`src/rtl/core/perceptron_trainer_macros.svh`:
```
`ifndef PERCEPTRON_TRAINER_MACROS_SVH
`define PERCEPTRON_TRAINER_MACROS_SVH

// same-cycle implication, clocked on clk, off during reset
`define PTR_ASSERT_NOW(label, ante, cons, msg) \
	label: assert property (@(posedge clk) disable iff (!arst_n) (ante) |-> (cons)) \
		else $error(msg);

// next-cycle implication, clocked on clk, off during reset
`define PTR_ASSERT_NEXT(label, ante, cons, msg) \
	label: assert property (@(posedge clk) disable iff (!arst_n) (ante) |=> (cons)) \
		else $error(msg);

`endif

```
`src/rtl/core/ptr_pkg.sv`:
```
package ptr_pkg;

	localparam int WEIGHT_W   = 24;
	localparam int SUM_W      = 32;
	localparam int COUNT_W    = 21;
	localparam int THRESH_W   = 16;
	localparam int ITER_W     = 20;
	localparam int DIVL_W     = 31;
	localparam int CFG_IDX_W  = 2;
	localparam int CFG_DATA_W = 31;
	localparam int THRESH_SHIFT = 9;

	localparam logic [ITER_W-1:0] ITER_LIMIT_RST = 20'd100000;
	localparam logic [DIVL_W-1:0] DIV_LIMIT_RST  = 31'd25600;

	typedef enum logic [1:0] {
		ST_RUN   = 2'd0,
		ST_CONV  = 2'd1,
		ST_LIMIT = 2'd2,
		ST_DIV   = 2'd3
	} status_t;

	typedef enum logic [CFG_IDX_W-1:0] {
		REG_THRESHOLD  = 2'd0,
		REG_ITER_LIMIT = 2'd1,
		REG_DIV_LIMIT  = 2'd2
	} reg_idx_t;

	typedef struct packed {
		logic train;
		logic target;
		logic epoch_end;
		logic pred;
	} learn_ctl_t;

endpackage

```
`src/rtl/core/ptr_req_if.sv`:
```
interface ptr_req_if #(
	parameter int LANES        = 2,
	parameter int FEATURE_BITS = 16
);
	logic                           valid;
	logic                           ready;
	logic                           func;
	logic signed [FEATURE_BITS-1:0] feature [LANES];
	logic                           target;
	logic                           epoch_end;

	modport source (output valid, func, feature, target, epoch_end, input ready);
	modport sink (input valid, func, feature, target, epoch_end, output ready);
endinterface

```
`src/rtl/core/ptr_rsp_if.sv`:
```
interface ptr_rsp_if;
	logic             valid;
	logic             ready;
	logic             prediction;
	logic             epoch_done;
	ptr_pkg::status_t status;

	modport source (output valid, prediction, epoch_done, status, input ready);
	modport sink (input valid, prediction, epoch_done, status, output ready);
endinterface

```
`src/rtl/core/perceptron_trainer.sv`:
```
// an accepted request waits in the input register until the result register is free or being read
// throughput: one request per cycle while results are taken; the weights are read and updated in the same cycle
// an input register and a result register decouple the two channels
// reset clears weights, counters, change sums and status (running)
// reset loads threshold 0, iteration limit 100000, divergence limit 25600
`include "perceptron_trainer_macros.svh"

module perceptron_trainer #(
	parameter int LANES        = 2,
	parameter int FEATURE_BITS = 16
) (
	input  logic                              clk,
	input  logic                              arst_n,
	ptr_req_if.sink                           req,
	ptr_rsp_if.source                         rsp,
	input  logic                              cfg_we,
	input  logic [ptr_pkg::CFG_IDX_W-1:0]     cfg_idx,
	input  logic [ptr_pkg::CFG_DATA_W-1:0]    cfg_data
);
	localparam int XS_W = FEATURE_BITS + $clog2(LANES) + 1;

	logic signed [ptr_pkg::THRESH_W-1:0] threshold_q;
	logic [ptr_pkg::ITER_W-1:0]          iteration_limit_q;
	logic [ptr_pkg::DIVL_W-1:0]          divergence_limit_q;

	logic                           valid_s1;
	logic                           func_s1;
	logic signed [FEATURE_BITS-1:0] feature_s1 [LANES];
	logic                           target_s1;
	logic                           epoch_end_s1;

	logic                           rsp_valid_q;
	logic                           pred_q;
	logic                           done_q;
	ptr_pkg::status_t               status_q;

	logic                                advance;
	logic                                pred;
	logic signed [XS_W-1:0]              xsum;
	logic signed [ptr_pkg::WEIGHT_W-1:0] weight [LANES];
	ptr_pkg::status_t                    status_next;
	ptr_pkg::learn_ctl_t                 ctl;

	// config writes
	always_ff @(posedge clk or negedge arst_n) begin
		if (!arst_n) begin
			threshold_q        <= '0;
			iteration_limit_q  <= ptr_pkg::ITER_LIMIT_RST;
			divergence_limit_q <= ptr_pkg::DIV_LIMIT_RST;
		end else if (cfg_we) begin
			unique case (ptr_pkg::reg_idx_t'(cfg_idx))
				ptr_pkg::REG_THRESHOLD: begin
					threshold_q <= $signed(cfg_data[ptr_pkg::THRESH_W-1:0]);
				end
				ptr_pkg::REG_ITER_LIMIT: begin
					iteration_limit_q <= cfg_data[ptr_pkg::ITER_W-1:0];
				end
				ptr_pkg::REG_DIV_LIMIT: begin
					divergence_limit_q <= cfg_data[ptr_pkg::DIVL_W-1:0];
				end
				default: begin
				end
			endcase
		end
	end

	assign advance   = valid_s1 && (!rsp_valid_q || rsp.ready);
	assign req.ready = !valid_s1 || advance;

	// input register
	always_ff @(posedge clk or negedge arst_n) begin
		if (!arst_n) begin
			valid_s1 <= 1'b0;
		end else if (req.ready) begin
			valid_s1 <= req.valid;
		end
	end

	always_ff @(posedge clk) begin
		if (req.valid && req.ready) begin
			func_s1      <= req.func;
			feature_s1   <= req.feature;
			target_s1    <= req.target;
			epoch_end_s1 <= req.epoch_end;
		end
	end

	ptr_neuron #(
		.LANES        (LANES),
		.FEATURE_BITS (FEATURE_BITS),
		.XS_W         (XS_W)
	) u_neuron (
		.x         (feature_s1),
		.weight    (weight),
		.threshold (threshold_q),
		.pred      (pred),
		.xsum      (xsum)
	);

	assign ctl.train     = !func_s1;
	assign ctl.target    = target_s1;
	assign ctl.epoch_end = epoch_end_s1;
	assign ctl.pred      = pred;

	ptr_learn #(
		.LANES        (LANES),
		.FEATURE_BITS (FEATURE_BITS),
		.XS_W         (XS_W)
	) u_learn (
		.clk              (clk),
		.arst_n           (arst_n),
		.upd_en           (advance),
		.ctl              (ctl),
		.x                (feature_s1),
		.xsum             (xsum),
		.iteration_limit  (iteration_limit_q),
		.divergence_limit (divergence_limit_q),
		.weight           (weight),
		.status_next      (status_next)
	);

	// result register
	always_ff @(posedge clk or negedge arst_n) begin
		if (!arst_n) begin
			rsp_valid_q <= 1'b0;
		end else if (advance) begin
			rsp_valid_q <= 1'b1;
		end else if (rsp.ready) begin
			rsp_valid_q <= 1'b0;
		end
	end

	always_ff @(posedge clk) begin
		if (advance) begin
			pred_q   <= pred;
			done_q   <= ctl.train & epoch_end_s1;
			status_q <= status_next;
		end
	end

	assign rsp.valid      = rsp_valid_q;
	assign rsp.prediction = pred_q;
	assign rsp.epoch_done = done_q;
	assign rsp.status     = status_q;

	`PTR_ASSERT_NOW(a_stall_holds_s1, !req.ready, valid_s1 && rsp_valid_q && !rsp.ready, "request stalled with a free stage")
	`PTR_ASSERT_NEXT(a_advance_fills_rsp, advance, rsp_valid_q, "advanced request produced no result")
endmodule

```
`src/rtl/core/ptr_neuron.sv`:
```
module ptr_neuron #(
	parameter int LANES        = 2,
	parameter int FEATURE_BITS = 16,
	parameter int XS_W         = FEATURE_BITS + $clog2(LANES) + 1
) (
	input  logic signed [FEATURE_BITS-1:0]      x [LANES],
	input  logic signed [ptr_pkg::WEIGHT_W-1:0] weight [LANES],
	input  logic signed [ptr_pkg::THRESH_W-1:0] threshold,
	output logic                                pred,
	output logic signed [XS_W-1:0]              xsum
);
	localparam int PROD_W = FEATURE_BITS + ptr_pkg::WEIGHT_W;
	localparam int ACC_W  = PROD_W + $clog2(LANES) + 1;
	localparam int THS_W  = ptr_pkg::THRESH_W + ptr_pkg::THRESH_SHIFT;

	logic signed [PROD_W-1:0] prod [LANES];
	logic signed [ACC_W-1:0]  acc;
	logic signed [THS_W-1:0]  thr_sc;

	// one multiplier per lane, then the adder tree
	always_comb begin
		acc  = '0;
		xsum = '0;
		for (int i = 0; i < LANES; i++) begin
			prod[i] = PROD_W'(x[i]) * PROD_W'(weight[i]);
			acc     = acc + ACC_W'(prod[i]);
			xsum    = xsum + XS_W'(x[i]);
		end
	end

	assign thr_sc = {threshold, {ptr_pkg::THRESH_SHIFT{1'b0}}};
	assign pred   = (acc >= ACC_W'(thr_sc));
endmodule

```
`src/rtl/core/ptr_learn.sv`:
```
`include "perceptron_trainer_macros.svh"

module ptr_learn #(
	parameter int LANES        = 2,
	parameter int FEATURE_BITS = 16,
	parameter int XS_W         = FEATURE_BITS + $clog2(LANES) + 1
) (
	input  logic                                clk,
	input  logic                                arst_n,
	input  logic                                upd_en,
	input  ptr_pkg::learn_ctl_t                 ctl,
	input  logic signed [FEATURE_BITS-1:0]      x [LANES],
	input  logic signed [XS_W-1:0]              xsum,
	input  logic [ptr_pkg::ITER_W-1:0]          iteration_limit,
	input  logic [ptr_pkg::DIVL_W-1:0]          divergence_limit,
	output logic signed [ptr_pkg::WEIGHT_W-1:0] weight [LANES],
	output ptr_pkg::status_t                    status_next
);
	localparam int WEIGHT_W = ptr_pkg::WEIGHT_W;
	localparam int SUM_W    = ptr_pkg::SUM_W;
	localparam int COUNT_W  = ptr_pkg::COUNT_W;
	localparam int UPD_W    = ((FEATURE_BITS > WEIGHT_W) ? FEATURE_BITS : WEIGHT_W) + 1;
	localparam int CH_W     = XS_W + 1;
	localparam int CS_W     = ((CH_W > SUM_W) ? CH_W : SUM_W) + 1;

	localparam logic signed [UPD_W-1:0] W_MAX = UPD_W'((2 ** (WEIGHT_W - 1)) - 1);
	localparam logic signed [UPD_W-1:0] W_MIN = UPD_W'(-(2 ** (WEIGHT_W - 1)));
	localparam logic signed [CS_W-1:0]  S_MAX = CS_W'(64'sd2147483647);
	localparam logic signed [CS_W-1:0]  S_MIN = CS_W'(-64'sd2147483648);
	localparam logic [COUNT_W-1:0]      COUNT_MAX = '1;

	logic signed [WEIGHT_W-1:0] weight_q [LANES];
	logic signed [WEIGHT_W-1:0] weight_d [LANES];
	logic signed [UPD_W-1:0]    wsum [LANES];
	logic                       had_err_q;
	logic [COUNT_W-1:0]         cnt_q;
	logic signed [SUM_W-1:0]    ecs_q;
	logic signed [SUM_W-1:0]    first_q;
	logic                       first_seen_q;
	ptr_pkg::status_t           status_q;

	logic                       do_upd;
	logic                       err_pos;
	logic                       err_neg;
	logic signed [CH_W-1:0]     change;
	logic signed [CS_W-1:0]     csum;
	logic signed [CS_W-1:0]     ch_ext;
	logic signed [SUM_W-1:0]    ecs_new;
	logic signed [SUM_W-1:0]    first_new;
	logic                       had_err_new;
	logic [COUNT_W-1:0]         cnt_new;
	logic signed [SUM_W:0]      gap;
	logic [SUM_W:0]             gap_abs;
	logic                       diverged;

	assign do_upd  = upd_en && ctl.train && (status_q == ptr_pkg::ST_RUN);
	assign err_pos = ctl.target & ~ctl.pred;
	assign err_neg = ~ctl.target & ctl.pred;

	always_comb begin
		for (int i = 0; i < LANES; i++) begin
			if (err_pos) begin
				wsum[i] = UPD_W'(weight_q[i]) + UPD_W'(x[i]);
			end else if (err_neg) begin
				wsum[i] = UPD_W'(weight_q[i]) - UPD_W'(x[i]);
			end else begin
				wsum[i] = UPD_W'(weight_q[i]);
			end
			if (wsum[i] > W_MAX) begin
				weight_d[i] = W_MAX[WEIGHT_W-1:0];
			end else if (wsum[i] < W_MIN) begin
				weight_d[i] = W_MIN[WEIGHT_W-1:0];
			end else begin
				weight_d[i] = wsum[i][WEIGHT_W-1:0];
			end
		end
	end

	always_comb begin
		if (err_pos) begin
			change = CH_W'(xsum);
		end else if (err_neg) begin
			change = -CH_W'(xsum);
		end else begin
			change = '0;
		end
		ch_ext = CS_W'(change);
		csum   = CS_W'(ecs_q) + ch_ext;
		if (csum > S_MAX) begin
			ecs_new = S_MAX[SUM_W-1:0];
		end else if (csum < S_MIN) begin
			ecs_new = S_MIN[SUM_W-1:0];
		end else begin
			ecs_new = csum[SUM_W-1:0];
		end
		if (first_seen_q) begin
			first_new = first_q;
		end else if (ch_ext > S_MAX) begin
			first_new = S_MAX[SUM_W-1:0];
		end else if (ch_ext < S_MIN) begin
			first_new = S_MIN[SUM_W-1:0];
		end else begin
			first_new = ch_ext[SUM_W-1:0];
		end
	end

	assign had_err_new = had_err_q | err_pos | err_neg;
	assign cnt_new     = (cnt_q == COUNT_MAX) ? cnt_q : cnt_q + 1'b1;
	assign gap         = (SUM_W + 1)'(ecs_new) - (SUM_W + 1)'(first_new);
	assign gap_abs     = gap[SUM_W] ? (SUM_W + 1)'(-gap) : (SUM_W + 1)'(gap);
	assign diverged    = gap_abs > (SUM_W + 1)'({divergence_limit, 1'b0});

	// epoch close: divergence first, then convergence, then iteration limit
	always_comb begin
		status_next = status_q;
		if (do_upd && ctl.epoch_end) begin
			if (diverged) begin
				status_next = ptr_pkg::ST_DIV;
			end else if (!had_err_new) begin
				status_next = ptr_pkg::ST_CONV;
			end else if (cnt_new > COUNT_W'(iteration_limit)) begin
				status_next = ptr_pkg::ST_LIMIT;
			end
		end
	end

	always_ff @(posedge clk or negedge arst_n) begin
		if (!arst_n) begin
			for (int i = 0; i < LANES; i++) begin
				weight_q[i] <= '0;
			end
			had_err_q    <= 1'b0;
			cnt_q        <= '0;
			ecs_q        <= '0;
			first_q      <= '0;
			first_seen_q <= 1'b0;
			status_q     <= ptr_pkg::ST_RUN;
		end else if (do_upd) begin
			for (int i = 0; i < LANES; i++) begin
				weight_q[i] <= weight_d[i];
			end
			had_err_q    <= ctl.epoch_end ? 1'b0 : had_err_new;
			cnt_q        <= cnt_new;
			ecs_q        <= ctl.epoch_end ? '0 : ecs_new;
			first_q      <= first_new;
			first_seen_q <= 1'b1;
			status_q     <= status_next;
		end
	end

	assign weight = weight_q;

	`PTR_ASSERT_NEXT(a_status_sticky, status_q != ptr_pkg::ST_RUN, $stable(status_q), "status left a final state")
	`PTR_ASSERT_NEXT(a_epoch_clears_err, do_upd && ctl.epoch_end, !had_err_q && ecs_q == '0, "epoch close did not clear epoch state")
	`PTR_ASSERT_NEXT(a_count_step, do_upd && cnt_q != COUNT_MAX, cnt_q == $past(cnt_q) + 1'b1, "sample count missed a training request")
endmodule

```
`src/flat_wrapper.sv`:
```
// flat-port wrapper written by rule: the top's interface ports become plain ports
module perceptron_trainer_flat 
#(
	parameter int LANES        = 2,
	parameter int FEATURE_BITS = 16
)
  (clk, arst_n, cfg_we, cfg_idx, cfg_data, req_valid, req_func, req_feature, req_target, req_epoch_end, req_ready, rsp_valid, rsp_prediction, rsp_epoch_done, rsp_status, rsp_ready);
  ptr_req_if #(.LANES(LANES), .FEATURE_BITS(FEATURE_BITS)) req_i ();
  ptr_rsp_if rsp_i ();
  input  logic clk;
  input  logic arst_n;
  input  logic cfg_we;
  input  logic [ptr_pkg::CFG_IDX_W-1:0] cfg_idx;
  input  logic [ptr_pkg::CFG_DATA_W-1:0] cfg_data;
  input wire logic [$bits(req_i.valid)-1:0] req_valid;
  input wire logic [$bits(req_i.func)-1:0] req_func;
  input wire logic [$bits(req_i.feature)-1:0] req_feature;
  input wire logic [$bits(req_i.target)-1:0] req_target;
  input wire logic [$bits(req_i.epoch_end)-1:0] req_epoch_end;
  output wire logic [$bits(req_i.ready)-1:0] req_ready;
  output wire logic [$bits(rsp_i.valid)-1:0] rsp_valid;
  output wire logic [$bits(rsp_i.prediction)-1:0] rsp_prediction;
  output wire logic [$bits(rsp_i.epoch_done)-1:0] rsp_epoch_done;
  output wire logic [$bits(rsp_i.status)-1:0] rsp_status;
  input wire logic [$bits(rsp_i.ready)-1:0] rsp_ready;
  assign req_i.valid = req_valid;
  assign req_i.func = req_func;
  assign req_i.feature = {>>{req_feature}};
  assign req_i.target = req_target;
  assign req_i.epoch_end = req_epoch_end;
  assign req_ready = req_i.ready;
  assign rsp_valid = rsp_i.valid;
  assign rsp_prediction = rsp_i.prediction;
  assign rsp_epoch_done = rsp_i.epoch_done;
  assign rsp_status = rsp_i.status;
  assign rsp_i.ready = rsp_ready;
  perceptron_trainer #(.LANES(LANES), .FEATURE_BITS(FEATURE_BITS)) u_core (.clk(clk), .arst_n(arst_n), .req(req_i), .rsp(rsp_i), .cfg_we(cfg_we), .cfg_idx(cfg_idx), .cfg_data(cfg_data));
endmodule
```
`config.mk`:
```
export PLATFORM = sky130hd
export DESIGN_NAME = perceptron_trainer_flat
export DESIGN_NICKNAME = d
export VERILOG_FILES = /design/src/rtl/core/ptr_pkg.sv /design/src/rtl/core/ptr_req_if.sv /design/src/rtl/core/ptr_rsp_if.sv /design/src/rtl/core/perceptron_trainer.sv /design/src/rtl/core/ptr_neuron.sv /design/src/rtl/core/ptr_learn.sv /design/src/flat_wrapper.sv
export VERILOG_INCLUDE_DIRS = /design/src /design/src/rtl/core
export SDC_FILE = /design/constraint.sdc
export NUM_CORES = 2
export LEC_CHECK = 0
export ABC_AREA = 1
export BUFFER_PORTS_ARGS = -buffer_cell sky130_fd_sc_hd__buf_4
export CAP_MARGIN = 25
export CORE_AREA = 2 2 354 356
export CTS_BUF_LIST = sky130_fd_sc_hd__clkbuf_4 sky130_fd_sc_hd__clkbuf_8
export CTS_CLUSTER_DIAMETER = 50
export CTS_CLUSTER_SIZE = 12
export DETAILED_ROUTE_END_ITERATION = 12
export DIE_AREA = 0 0 356 358
export PLACE_DENSITY_LB_ADDON = 0.15
export SKIP_CTS_REPAIR_TIMING = 1
export SLEW_MARGIN = 20
export SYNTH_ARGS = -nofsm -noshare
export SYNTH_HDL_FRONTEND = slang
export SYNTH_HIERARCHICAL = 1
export SYNTH_SLANG_ARGS = --single-unit
```
`constraint.sdc`:
```
create_clock -name clk -period 18 [get_ports clk]
set_clock_uncertainty 0.05 [all_clocks]
set_input_delay 3.6 -clock clk [delete_from_list [all_inputs] [get_ports clk]]
set_output_delay 3.6 -clock clk [all_outputs]
set_load 0.005 [all_outputs]
```
* After elaboration in Yosys (flattened, before gate mapping) *
Cells that the tools add are included.

operators by class
  add/sub/neg operators = 11
  multiply operators = 2
  $lt $le $gt $ge = 11
  equality and inequality tests = 3
  mux-type cells = 25
  bitwise operators = 7
  reductions and logical operators = 16

operators by type and width
  operator                                                                            number
  32-bit 2-to-1 mux                                                                   6
  25-bit 2-to-1 mux                                                                   4
  24-bit 2-to-1 mux                                                                   4
  16-bit by 24-bit multiplier with 40-bit output                                      2
  24-bit by 16-bit adder with 25-bit output                                           2
  25-bit by 24-bit greater-than comparator with 1-bit output (second input constant)  2
  25-bit by 24-bit < comparator with 1-bit output (second input constant)             2
  24-bit by 16-bit subtractor with 25-bit output                                      2
  40-bit by 40-bit adder with 41-bit output                                           1
  41-bit by 25-bit >= comparator with 1-bit output                                    1
  19-bit 2-to-1 mux                                                                   2
  32-bit by 19-bit adder with 33-bit output                                           1
  33-bit by 32-bit greater-than comparator with 1-bit output                          1
  33-bit by 32-bit greater-than comparator with 1-bit output (second input constant)  1
  33-bit by 32-bit < comparator with 1-bit output (second input constant)             1
  33-bit 2-to-1 mux                                                                   1
  33-bit negation                                                                     1
  32-bit by 32-bit subtractor with 33-bit output                                      1
  19-bit by 32-bit greater-than comparator with 1-bit output (second input constant)  1
  19-bit by 32-bit < comparator with 1-bit output (second input constant)             1
  21-bit by 1-bit adder with 21-bit output (second input constant)                    1
  21-bit == test (second input constant)                                              1
  21-bit by 20-bit greater-than comparator with 1-bit output                          1
  21-bit 2-to-1 mux                                                                   1
  15 further kinds                                                                    34

word-level totals
  register bits = 245
  output and inout port bits = 6
  word-level logic and storage cells = 96

* Depth between registers and ports, before layout *
  word-level depth = 16
  mapped depth = 104
  mapped depth without buffers = 101

* By module *
The synthesis kept the hierarchy.

modules (own cells, without submodules)
  module              times used  cells an instance  area each (um^2)  sequential area each (um^2)
  ptr_neuron          1           3880               30732.0           0.0
  ptr_learn           1           3495               20579.7           3428.3
  perceptron_trainer  1           353                4058.9            2909.0

* Worst setup path before layout *
No wires, ideal clock.

  path kind = register -> register
  start = register u_core/feature_s1[1] (netlist name)
  end = register u_core.status_q[0], in the netlist u_core/rsp.status[0], data pin
  data arrival time = 13825 ps
  required time = 17696 ps
  slack = 3872 ps
  stages on the path, launching flop included = 82
  cells stage by stage = edfxtp_1 > clkbuf_1 > clkbuf_1 > nand2_1 > fa_1 > inv_1 > fa_1 > fa_1 > fa_1 > fa_1 > fa_1 > inv_1 > fa_1 > inv_1 > fa_1 > ha_1 > nand2_1 > nor2_1 > (+46 left out) > inv_1 > ha_1 > nand2_1 > inv_1 > o21ai_0 > a21oi_1 > nor2_1 > nand2_1 > nand2_1 > nand2_1 > nand2_1 > nand2_1 > nand2_1 > nand2_1 > nand2_1 > nand3_1 > nand2_1 > nand2_1

RTL lines
  item                    line                       source
  from (decl)             perceptron_trainer.sv:28   logic signed [FEATURE_BITS-1:0] feature_s1 [LANES];
  from (signal assigned)  perceptron_trainer.sv:82   feature_s1 <= req.feature;
  to (signal assigned)    perceptron_trainer.sv:137  status_q <= status_next;
  to (decl)               perceptron_trainer.sv:35   ptr_pkg::status_t status_q;

==> summary.md <==
| Metric | Value |
|---|---|
| R2r startpoint | u_core/feature_s1[29]$_DFFE_PP_ |
| Overall Global Routing Usage | 29.5% |
| Leak pwr | between 0.03 and 0.04 uW |
| Finish-stage setup viols | 0 |
| Fmax | 59.6 MHz |
| Vias | between 40k and 50k |
| GRT overflow | 0 |
| Number of remaining DRC errors | 0 |
| Fin crit share | 93.3% |
| Clk_lat worst skew | 750 ps |
| Hold endpoint | u_core/iteration_limit_q[7]$_DFFE_PN1P_ |
| Flops & latches, synth | about 250 |
| Initial drt markers | 3371 |
| Syn Area/Cell | 7.16 um2 |
| Crit path largest cell delay | between 1000 and 1500 ps |
| CORE AREA | approximately 0.12 mm2 |
| Vias in the first global route | about 50k |
| # IOs | between 70 and 80 |
| WL final | 185 mm |
| Yosys synthesis warning count | 6 |
| Clock Sinks | 245 |
| Initial DRT Pass Iterations | 6 |
| IO buf count | 78 |
| Initial antenna violation count | 2 |
| Layout Utilization | about 48% |
| First-pass GRT wire length | 290 mm |
| Top_reg_cell synth | dfrtp_1 |
| Vias/cell | around 5.2 |
| Max Root-Sink Buffers | 3 |
| Synth cell types | 68 |
| Minimum clock period | approximately 17000 ps |
| Relative slew slack | between 20% and 30% |
| Clk Tree Root Cell | clkbuf_8 |
| Share of the synthesized area in the top cell type | 30.0% |
| CTS tree | done |
| CTS Buf Count | 47 |
| Area grow syn2layout | 6.89% |
| Slew Limit Fails | 0 |
| Fin Hold WS | 412 ps |
| Hold Crit Class | flop to flop |
| Worst Reg-to-Reg Cells | between 80 and 90 |
| CP endpoint kind | flop |
| Slowest stage cell, crit path | edfxtp_1 |
| Max Cap Violations | 0 |
| Clk slew on worst S/H paths | around 80 ps |
| Mapped Area | about 0.055 mm2 |
| Dpl hpwl | ~150 mm |
| RePlAce Congestion | 1.01 |
| Reg-to-reg critical path endpoint | u_core/rsp.status[0]$_DFFE_PP_ |
| TNS Setup | 0 ps |
| Synth Instances | around 7.7k |
| Post-synth net total | a little over 9k |
| Share of cells above drive strength 1 | around 6.2% |
| Horiz. Die Dim | between 300 and 400 um |
| Worst Hold Path Cells | 2 |
| Top post-synthesis cells by area | fa_1, nand2_1, inv_1 |
| Post-synth EDFFs | 39 |
| Crit Path Category | flop to flop |
| Seq/Total Area, Yosys | 11.4% |
| Synth area leader | fa_1 |
| Hold Path Origin | u_core/iteration_limit_q[7]$_DFFE_PN1P_ |
| Status | finished, final reports clean |
| Wire per inst | between 15 and 20 um |
| WP data required | about 18000 ps |
| Startpoint Class | flop |
| Measured slew at the worst slew-check pin | 1170 ps |
| CP dominant cell by count | nand2_1 |
| Most frequent cell after synthesis | nand2_1 |
| Flop-to-flop setup slack | between 1000 and 1500 ps |
| ANT nets after route | 0 |
| Worst-case vdd ir drop | roughly 0.19 mV |
| Row cnt | around 130 |
| Final hold vios | 0 |
| CP Data Arrival Time | 17240 ps |
| Htree depth | 2 |
| Pin count of the biggest net entering global routing | between 90 and 100 |
| Crit-path max FO | 31 |
| Final #Nets | just over 9k |
| Asr flop ratio synth | between 80% and 90% |
| RSZ-0062 raised after global routing | false |
| Initial Utilization | 44.9% |
| Die area | 0.127 mm2 |
| Total power | roughly 5300 uW |
| Most frequent cells after synthesis | nand2_1, inv_1, fa_1 |
| Die Ht | approximately 360 um |
| Power Density | 89.9 mW/mm2 |
[metrics by stage]
stage	cells	instance area, um2	setup slack, ps
final	9407	59200	1210
after global routing	9405	59200	0.679
after CTS	9391	59000	613
after detailed placement	9305	57800	728
after global placement	9301	57800	671
after floorplan	7728	55400	3870
[report_power, final]
part | switching (uW) | leakage (uW) | internal [uW]
Combinational | 2700 | 0.0299 | 1290
Clock | 315 | 0.000557 | 374
Sequential | 36.0 | 0.00305 | 599
[worst max-delay path, delay by kind of cell (launching register included)]
family          cells  cell delay, ps
compound gates      6            1130
buf+inv            11            1290
xor+xnor            1             370
flops               1            1080
fa+ha+maj          14            6090
simple gates       50            6440
[metal layers]
metal	GRT usage, %	up-vias	wire length (um)
li1	-	23200	-
met1	37.5	23900	77900
met2	51.9	1250	90800
met3	4.52	241	10500
met4	8.59	0	5790
met5	0	-	0
[how the worst max path moves through the flow]
| stage | startpoint | to | slack [ps] |
|---|---|---|---|
| 2_1_floorplan | u_core/feature_s1[1]$_DFFE_PP_ | u_core/rsp.status[0]$_DFFE_PP_ | 3870 |
| 3_3_place_gp | u_core/feature_s1[25]$_DFFE_PP_ | u_core/rsp.status[1]$_DFFE_PP_ | 670 |
| 3_5_place_dp | u_core/feature_s1[25]$_DFFE_PP_ | u_core/rsp.status[1]$_DFFE_PP_ | 730 |
| 4_1_cts | u_core/feature_s1[25]$_DFFE_PP_ | u_core/rsp.status[0]$_DFFE_PP_ | 610 |
| 5_1_grt | u_core/feature_s1[29]$_DFFE_PP_ | u_core/rsp.status[0]$_DFFE_PP_ | 0.7 |
| 6_report | u_core/feature_s1[29]$_DFFE_PP_ | u_core/rsp.status[0]$_DFFE_PP_ | 1210 |
[cells in the final DEF (no fill, tap or decap), types with 35 or more instances in the layout]
cell type	n
a21oi_1	305
buf_4	196
clkbuf_8	49
dfrtp_1	197
edfxtp_1	39
fa_1	831
ha_1	436
inv_1	1764
nand2_1	2249
nand2_2	35
nand3_1	266
nand4_1	141
nor2_1	452
nor3_1	60
o21ai_0	213
or2_2	39
xor2_1	92
[sequential cells by signal (all words and copies together), names as in the netlist]
signal / flops
u_core/u_learn/first_q: 32
u_core/rsp.prediction: 1
u_core/iteration_limit_q: 20
u_core/feature_s1: 32
u_core/u_learn/ecs_q: 32
u_core/rsp.epoch_done: 1
u_core/rsp.status: 2
u_core/rsp.valid: 1
u_core/u_learn/had_err_q: 1
u_core/u_learn/weight: 48
u_core/func_s1: 1
u_core/u_learn/first_seen_q: 1
u_core/u_learn/status_q: 2
u_core/u_learn/cnt_q: 21
u_core/divergence_limit_q: 31
u_core/valid_s1: 1
u_core/epoch_end_s1: 1
u_core/target_s1: 1
u_core/threshold_q: 16
[cell type report]
cell class / instances / area (um2)
diodes: 4 / 10.0
clock buffers: 59 / 749
clock inverters: 27 / 372
fillers: 12700 / 64100
inverters: 1780 / 6680
multi-input cells: 5444 / 41200
flip-flops and latches: 245 / 6340
well taps: 1637 / 2050
repair buffers: 211 / 1770
[cells by family after synthesis]
logic type	count (synthesis)	synth area share, %
simple gates	3331	25.0
flops	245	11.4
fa+ha+maj	1267	39.9
mux	10	0.181
compound gates	714	7.36
xor+xnor	122	1.97
buf+inv	2039	14.1
Power figures use the tool's default switching activity.
